==> config.mk <==
export PLATFORM = sky130hd
export DESIGN_NAME = descending_sorted_insert_list_top
export DESIGN_NICKNAME = d
export VERILOG_FILES = /design/src/design/dsil_pkg.sv /design/src/design/dsil_cell.sv /design/src/design/dsil_chain.sv /design/src/design/descending_sorted_insert_list_top.sv
export SDC_FILE = /design/constraint.sdc
export NUM_CORES = 2
export LEC_CHECK = 0
export ABC_AREA = 0
export BUFFER_PORTS_ARGS = -buffer_cell sky130_fd_sc_hd__buf_2
export CAP_MARGIN = 25
export CORE_MARGIN = 8
export CORE_UTILIZATION = 35
export DETAILED_ROUTE_END_ITERATION = 8
export PLACE_DENSITY = 0.56
export RECOVER_POWER = 25
export SLEW_MARGIN = 30
export SYNTH_ARGS = -nofsm -noshare
export SYNTH_HDL_FRONTEND = slang
export SYNTH_SLANG_ARGS = --single-unit
==> constraint.sdc <==
create_clock -name i_clk -period 8.6 [get_ports i_clk]
set_clock_uncertainty 0.1 [all_clocks]
set_input_delay 0.86 -clock i_clk [delete_from_list [all_inputs] [get_ports i_clk]]
set_output_delay 0.86 -clock i_clk [all_outputs]
set_load 0.01 [all_outputs]
==> src/design/dsil_pkg.sv <==
// Shared constants, codes and types for the descending sorted insert list.
package dsil_pkg;

    localparam int DEPTH_DEFAULT = 64;
    localparam int VAL_W         = 7;
    localparam int POS_W         = 6;
    localparam int STAT_W        = 2;

    localparam logic KIND_INSERT = 1'b0;
    localparam logic KIND_DUMP   = 1'b1;

    localparam logic [STAT_W-1:0] ST_INSERTED = 2'd0;
    localparam logic [STAT_W-1:0] ST_FULL     = 2'd1;
    localparam logic [STAT_W-1:0] ST_DUMPED   = 2'd2;
    localparam logic [STAT_W-1:0] ST_EMPTY    = 2'd3;

    // Control broadcast from the sequencer to every cell of the chain.
    typedef struct packed {
        logic             ins;
        logic             rot;
        logic [VAL_W-1:0] value;
    } t_cell_ctrl;

endpackage

==> src/design/dsil_cell.sv <==
// One storage cell of the sorted chain: compare, shift on insert, rotate on dump.
module dsil_cell (
    input  logic                       i_clk,
    input  dsil_pkg::t_cell_ctrl       i_ctrl,
    input  logic                       i_valid,
    input  logic                       i_tail,
    input  logic                       i_left_ge,
    input  logic [dsil_pkg::VAL_W-1:0] i_left_value,
    input  logic [dsil_pkg::VAL_W-1:0] i_right_value,
    input  logic [dsil_pkg::VAL_W-1:0] i_head_value,
    output logic [dsil_pkg::VAL_W-1:0] o_value,
    output logic                       o_ge,
    output logic                       o_land
);
    import dsil_pkg::*;

    logic [VAL_W-1:0] r_value;
    logic [VAL_W-1:0] n_value;

    // A stored value at or above the new one stays where it is.
    assign o_ge   = i_valid && (r_value >= i_ctrl.value);
    assign o_land = i_left_ge && !o_ge;

    always_comb begin
        n_value = r_value;
        if (i_ctrl.ins && !o_ge) begin
            n_value = i_left_ge ? i_ctrl.value : i_left_value;
        end else if (i_ctrl.rot) begin
            n_value = i_tail ? i_head_value : i_right_value;
        end
    end

    always_ff @(posedge i_clk) begin
        r_value <= n_value;
    end

    assign o_value = r_value;

endmodule

==> src/design/dsil_chain.sv <==
// Row of sorted cells with neighbor wiring and the landing slot encoder.
module dsil_chain #(
    parameter int DEPTH = dsil_pkg::DEPTH_DEFAULT,
    parameter int CW    = $clog2(DEPTH + 1),
    parameter int IW    = $clog2(DEPTH)
) (
    input  logic                       i_clk,
    input  dsil_pkg::t_cell_ctrl       i_ctrl,
    input  logic [CW-1:0]              i_count,
    output logic [dsil_pkg::VAL_W-1:0] o_head_value,
    output logic [IW-1:0]              o_land_pos
);
    import dsil_pkg::*;

    logic [VAL_W-1:0] w_value [DEPTH];
    logic [DEPTH-1:0] w_ge;
    logic [DEPTH-1:0] w_land;

    for (genvar i = 0; i < DEPTH; i++) begin : g_cell
        logic             w_valid;
        logic             w_tail;
        logic             w_left_ge;
        logic [VAL_W-1:0] w_left_value;
        logic [VAL_W-1:0] w_right_value;

        assign w_valid = CW'(i) < i_count;
        assign w_tail  = CW'(i + 1) == i_count;

        if (i == 0) begin : g_first
            assign w_left_ge    = 1'b1;
            assign w_left_value = i_ctrl.value;
        end else begin : g_inner
            assign w_left_ge    = w_ge[i-1];
            assign w_left_value = w_value[i-1];
        end

        if (i == DEPTH - 1) begin : g_last
            assign w_right_value = w_value[0];
        end else begin : g_mid
            assign w_right_value = w_value[i+1];
        end

        dsil_cell u_cell (
            .i_clk         (i_clk),
            .i_ctrl        (i_ctrl),
            .i_valid       (w_valid),
            .i_tail        (w_tail),
            .i_left_ge     (w_left_ge),
            .i_left_value  (w_left_value),
            .i_right_value (w_right_value),
            .i_head_value  (w_value[0]),
            .o_value       (w_value[i]),
            .o_ge          (w_ge[i]),
            .o_land        (w_land[i])
        );
    end

    assign o_head_value = w_value[0];

    // The landing vector is one-hot when the store has room.
    always_comb begin
        o_land_pos = '0;
        for (int i = 0; i < DEPTH; i++) begin
            if (w_land[i]) begin
                o_land_pos = o_land_pos | IW'(i);
            end
        end
    end

endmodule

==> src/design/descending_sorted_insert_list_top.sv <==
// Top level of the descending sorted insert list with stream handshakes.
//
// The block keeps up to DEPTH 7-bit values in descending order in a row of
// cells. Input transactions arrive on the s_axis group: tuser is the kind
// (insert or dump) and tdata[6:0] the value. Results leave on the m_axis
// group: tuser[1:0] is the status, tdata[6:0] the value, tdata[12:7] the
// position, and tlast marks the final result of an input transaction.
// An insert needs no stepping: every cell compares against the new value
// at once and the smaller values shift down by one cell, so its single
// result is ready in the output register in the cycle after acceptance and a
// new insert can be taken in every cycle while the receiver keeps up.
// A dump rotates the chain toward cell 0, one entry per cycle while the
// receiver keeps up: each step emits the entry in cell 0, the rotation
// restores the original order, and input is taken again once the last
// entry has entered the output register. No input is accepted during a dump. An
// insert into a full store and a dump of an empty store each give one
// flagged result. When the receiver stalls, the output register holds its
// result and the chain stops rotating; input is refused until the register
// can be freed. Reset empties the store (the fill count returns to zero)
// and clears the output valid; the cell contents need no clearing.
module descending_sorted_insert_list_top #(
    parameter int DEPTH = dsil_pkg::DEPTH_DEFAULT
) (
    input  logic        i_clk,
    input  logic        i_rst_n,
    input  logic        i_s_axis_tvalid,
    output logic        o_s_axis_tready,
    input  logic [7:0]  i_s_axis_tdata,   // value[6:0], zero [7]
    input  logic        i_s_axis_tuser,   // kind[0]
    output logic        o_m_axis_tvalid,
    input  logic        i_m_axis_tready,
    output logic [15:0] o_m_axis_tdata,   // entry_value[6:0], position[12:7], zero [15:13]
    output logic [1:0]  o_m_axis_tuser,   // status[1:0]
    output logic        o_m_axis_tlast
);
    import dsil_pkg::*;

    localparam int CW = $clog2(DEPTH + 1);
    localparam int IW = $clog2(DEPTH);

    typedef enum logic {
        S_IDLE,
        S_DUMP
    } t_state;

    t_state              r_state;
    logic [CW-1:0]       r_count;
    logic [IW-1:0]       r_idx;
    logic                r_ovalid;
    logic [STAT_W-1:0]   r_status;
    logic [VAL_W-1:0]    r_value;
    logic [POS_W-1:0]    r_pos;
    logic                r_last;

    logic                w_out_free;
    logic                w_out_load;
    logic                w_s_acc;
    logic                w_kind;
    logic [VAL_W-1:0]    w_in_value;
    logic                w_full;
    logic                w_dump_last;
    t_cell_ctrl          w_ctrl;
    logic [VAL_W-1:0]    w_head_value;
    logic [IW-1:0]       w_land_pos;

    // The output register can take a new result this cycle.
    assign w_out_free      = !r_ovalid || i_m_axis_tready;
    assign o_s_axis_tready = (r_state == S_IDLE) && w_out_free;
    assign w_s_acc         = i_s_axis_tvalid && o_s_axis_tready;
    assign w_kind          = i_s_axis_tuser;
    assign w_in_value      = i_s_axis_tdata[VAL_W-1:0];
    assign w_full          = r_count == CW'(DEPTH);
    assign w_dump_last     = (CW'(r_idx) + CW'(1)) == r_count;

    assign w_ctrl.ins   = w_s_acc && (w_kind == KIND_INSERT) && !w_full;
    assign w_ctrl.rot   = (r_state == S_DUMP) && w_out_free;
    assign w_ctrl.value = w_in_value;

    // A new result enters the output register on an insert, on a dump of an
    // empty store, and on every step of a running dump.
    assign w_out_load = (w_s_acc && ((w_kind == KIND_INSERT) || (r_count == '0)))
                        || w_ctrl.rot;

    dsil_chain #(
        .DEPTH (DEPTH),
        .CW    (CW),
        .IW    (IW)
    ) u_chain (
        .i_clk        (i_clk),
        .i_ctrl       (w_ctrl),
        .i_count      (r_count),
        .o_head_value (w_head_value),
        .o_land_pos   (w_land_pos)
    );

    always_ff @(posedge i_clk) begin
        if (!i_rst_n) begin
            r_state  <= S_IDLE;
            r_count  <= '0;
            r_idx    <= '0;
            r_ovalid <= 1'b0;
        end else begin
            if (w_out_load) begin
                r_ovalid <= 1'b1;
            end else if (i_m_axis_tready) begin
                r_ovalid <= 1'b0;
            end
            case (r_state)
                S_IDLE: begin
                    if (w_s_acc) begin
                        if (w_kind == KIND_INSERT) begin
                            r_value  <= w_in_value;
                            r_last   <= 1'b1;
                            if (w_full) begin
                                r_status <= ST_FULL;
                                r_pos    <= '0;
                            end else begin
                                r_status <= ST_INSERTED;
                                r_pos    <= POS_W'(w_land_pos);
                                r_count  <= r_count + CW'(1);
                            end
                        end else if (r_count == '0) begin
                            r_status <= ST_EMPTY;
                            r_value  <= '0;
                            r_pos    <= '0;
                            r_last   <= 1'b1;
                        end else begin
                            r_state <= S_DUMP;
                            r_idx   <= '0;
                        end
                    end
                end
                S_DUMP: begin
                    // Each emitted entry rotates the chain by one cell.
                    if (w_out_free) begin
                        r_status <= ST_DUMPED;
                        r_value  <= w_head_value;
                        r_pos    <= POS_W'(r_idx);
                        r_last   <= w_dump_last;
                        r_idx    <= r_idx + IW'(1);
                        if (w_dump_last) begin
                            r_state <= S_IDLE;
                        end
                    end
                end
                default: begin
                    r_state <= S_IDLE;
                end
            endcase
        end
    end

    assign o_m_axis_tvalid = r_ovalid;
    assign o_m_axis_tdata  = {{(16 - VAL_W - POS_W){1'b0}}, r_pos, r_value};
    assign o_m_axis_tuser  = r_status;
    assign o_m_axis_tlast  = r_last;

    // The fill count never passes the capacity of the chain.
    a_count_range: assert property (@(posedge i_clk) disable iff (!i_rst_n)
        r_count <= CW'(DEPTH))
        else $error("fill count beyond capacity");

    // An insert with room grows the store by exactly one entry.
    a_insert_grows: assert property (@(posedge i_clk) disable iff (!i_rst_n)
        w_s_acc && (w_kind == KIND_INSERT) && !w_full
        |=> r_count == $past(r_count) + CW'(1))
        else $error("insert did not grow the store");

    // A dump leaves the fill count unchanged while it streams.
    a_dump_stable: assert property (@(posedge i_clk) disable iff (!i_rst_n)
        r_state == S_DUMP |=> $stable(r_count))
        else $error("fill count changed during a dump");

    // A dumped entry with the last marker ends the dump.
    a_dump_ends: assert property (@(posedge i_clk) disable iff (!i_rst_n)
        (r_state == S_DUMP) && w_out_free && w_dump_last
        |=> (r_state == S_IDLE) && r_last && (r_status == ST_DUMPED))
        else $error("dump did not end on its last entry");

endmodule

==> flow_summary.json <==
{
  "outcome": "finished with violations",
  "violations": "capacitance limit, slew limit",
  "max-slew-margin-rel": -0.919,
  "drive_gt1_frac": 0.0754,
  "cts_setup_buffers": 0,
  "ys_ff_latch": 479,
  "netlist_area_um2": 40000,
  "final_area_um2": 43400,
  "wire_per_inst_um": 25.0,
  "place_ws_ns": 2.90,
  "arrival_ns": 7.09,
  "grt_pass1_wl_mm": 218,
  "cap_violations": 3,
  "regToRegSetupSlack_ns": 2.47,
  "area_growth_pct": 8.63,
  "hold_viol": 0,
  "crit_start": "i_s_axis_tdata[3]",
  "cts_num_sinks": 479,
  "cts_resized": 0,
  "htreeDepth": 2,
  "placed_area_um2": 41500,
  "synth_top_area_frac": 0.349,
  "drt-total-wl_mm": 148,
  "globalRouteOverflowTotal": 0,
  "async_flop_share": 0,
  "reg2reg_depth": 8,
  "cts_root_buf": "clkbuf_16",
  "critical_path.top_delay_family": "buffers and inverters",
  "core-area_um2": 114000,
  "grt_max_degree": 85,
  "critPathRequiredTime_ns": 8.91,
  "ys_warn_count": 0,
  "endpoint_kind": "flop",
  "hold_buffers": 0,
  "min_from": "i_s_axis_tvalid",
  "cts_tree": "done",
  "path_cells": "buf_2 > buf_4 > inv_4 > clkbuf_1 > clkbuf_1 > ha_1 > a41oi_1 > a221o_1 > mux2_2 > nand4b_1 > o41a_1 > a211o_1",
  "first_global_vias": 33500,
  "hold_class": "in -> reg",
  "synth_area_leaders": "edfxtp_1 (35%), ha_1 (14%), a21oi_1 (7.4%)",
  "avgSynthCellArea_um2": 8.89,
  "synth_ff_type": "edfxtp_1",
  "antenna_found_initial": 5,
  "clock.fmax_mhz": 148,
  "finalSetupViolCount": 0,
  "yosysTopAreaCell": "edfxtp_1",
  "critical_path.slowest_cell": "clkbuf_1",
  "synth.distinct_cells": 82,
  "max-vdd-ir-drop_uv": 160,
  "dr.pass1.iters": 8,
  "die-area_um2": 125000,
  "ios": 34,
  "fin_util": 0.382,
  "leakagePower_nw": 16.6,
  "avgViaCountPerCell": 5.91,
  "cts.reportedPaths.clkPinSlew_ns": 0.06,
  "ys_seq_area_frac": 0.356,
  "synth_edf_count": 464,
  "clk_path_buf_depth": 3,
  "row_count": 124,
  "max_stage_delay_ns": 2.08,
  "dp.cells": 5814,
  "filler_cell_count": 11500,
  "die_w_um": 354,
  "antenna_left": 0,
  "hold_path_depth": 3,
  "dp_hpwl_mm": 102,
  "dieHeight_um": 354,
  "io_buffers": 29,
  "timing.final.crit_period_ns": 6.77,
  "cts-buffers-inserted": 60,
  "critPathMaxFanout": 37,
  "synthTopCellsByCount": "a21oi_1 (591), nor2_1 (512), edfxtp_1 (464)",
  "grtUsageTotal": 0.224,
  "crit_path_start_kind": "primary input",
  "crit_buf_inv": 5,
  "drc_errors": 0,
  "start_util": 0.351,
  "final_cells": 5930,
  "netlist_instances": 4492,
  "max_slew.worst_pin.slew_ns": 2.88,
  "finalPower_mw": 6.95,
  "holdPathEnd": "o_m_axis_tvalid",
  "p_per_area_nw_per_um2": 160,
  "fin_ws_ns": 1.83,
  "crit_type": "in -> reg",
  "gp_congestion": 0.975,
  "fin_tns_setup_ns": 0,
  "slew_violations": 106,
  "layout.nets": 4831,
  "drt-initial-drc-count": 3827,
  "r2r_start": "r_count[0]",
  "post-synth-top-count-cell": "a21oi_1",
  "clock_latency_ns": 0.67,
  "crit_top_cell": "clkbuf_1",
  "reg2reg_to": "u_chain.g_cell[62].u_cell.o_value[1]",
  "rsz0062_at_grt": "no",
  "post-route-period-util": 0.788,
  "num_vias": 35100,
  "finalHoldWorstSlack_ns": 0.450
}
==> cell type report <==
cell class,instances,area (µm²),share of cell area
Antenna cell,2,5.00,0.000115
Clock buffer,85,1680,0.0387
Clock inverter,28,238,0.00548
Inverter,94,368,0.00848
Multi-Input combinational cell,3609,24200,0.557
Sequential cell,479,14200,0.328
Tap cell,1512,1890,0.0436
Timing Repair Buffer,121,827,0.0191
==> registers in the layout, summed over array words and instances (netlist names) <==
name and cells:
r_state 1, u_chain.g_cell.u_cell.o_value 448, r_value 7, o_m_axis_tlast 1
r_idx 6, r_count 7, r_pos 6, o_m_axis_tuser 2
o_m_axis_tvalid 1
==> cell usage in the layout, fill, tap and decap left out, types with 119 or more instances in the layout <==
master / instances
ha_1: 453
a211oi_1: 268
o21ai_0: 343
a21oi_1: 589
mux2i_1: 213
mux2_2: 119
nand2_1: 419
nor2b_1: 149
edfxtp_1: 464
nor2_1: 509
==> cell families (layout without fill, tap and decap cells) <==
logic type	after synthesis	after routing	share of synthesized area
adders and majority gates	453	453	0.142
muxes	332	332	0.0869
xor gates and xnor gates	12	12	0.00263
DFF	479	479	0.356
and+or+nand+nor	1344	1344	0.152
AOI/OAI and AO/OA	1465	1465	0.220
other	1	5	0.0000939
buffers and inverters	406	328	0.0405
==> per-layer routing <==
| metal | track usage | part of all wire |
|---|---|---|
| met2 | 0.357 | 0.44 |
| met1 | 0.302 | 0.43 |
| met3 | 0.0435 | 0.084 |
| met5 | 0 | 0.000034 |
| met4 | 0.0821 | 0.039 |
==> power by group <==
| part | leakage (nW) | switching [mW] | total, mW | internal (mW) |
|---|---|---|---|---|
| Clock | 0.934 | 1.09 | 2.56 | 1.47 |
| Sequential | 4.45 | 0.179 | 3.02 | 2.84 |
| Combinational | 11.2 | 0.890 | 1.37 | 0.479 |
==> worst max-delay path by stage <==
stage	endpoint	slack [ns]	cells past startpoint
global route	u_chain.g_cell[5].u_cell.o_value[4]	1.82	13
detailed placement	r_pos[0]	2.90	12
floorplan	r_pos[2]	2.84	12
global placement	r_pos[0]	2.93	12
CTS	r_pos[0]	3.60	12
finish	r_pos[1]	1.83	12
==> worst register-to-register path: stages (launching register included) <==
cell,delay (ns)
dfxtp_1,0.59
inv_1,0.27
ha_1,0.58
a31oi_1,0.47
nand3_2,0.18
clkbuf_1,2.03
nor2_1,0.90
a211oi_1,0.64
a21oi_1,0.07
Note: power is estimated with default switching activity, not from simulation.
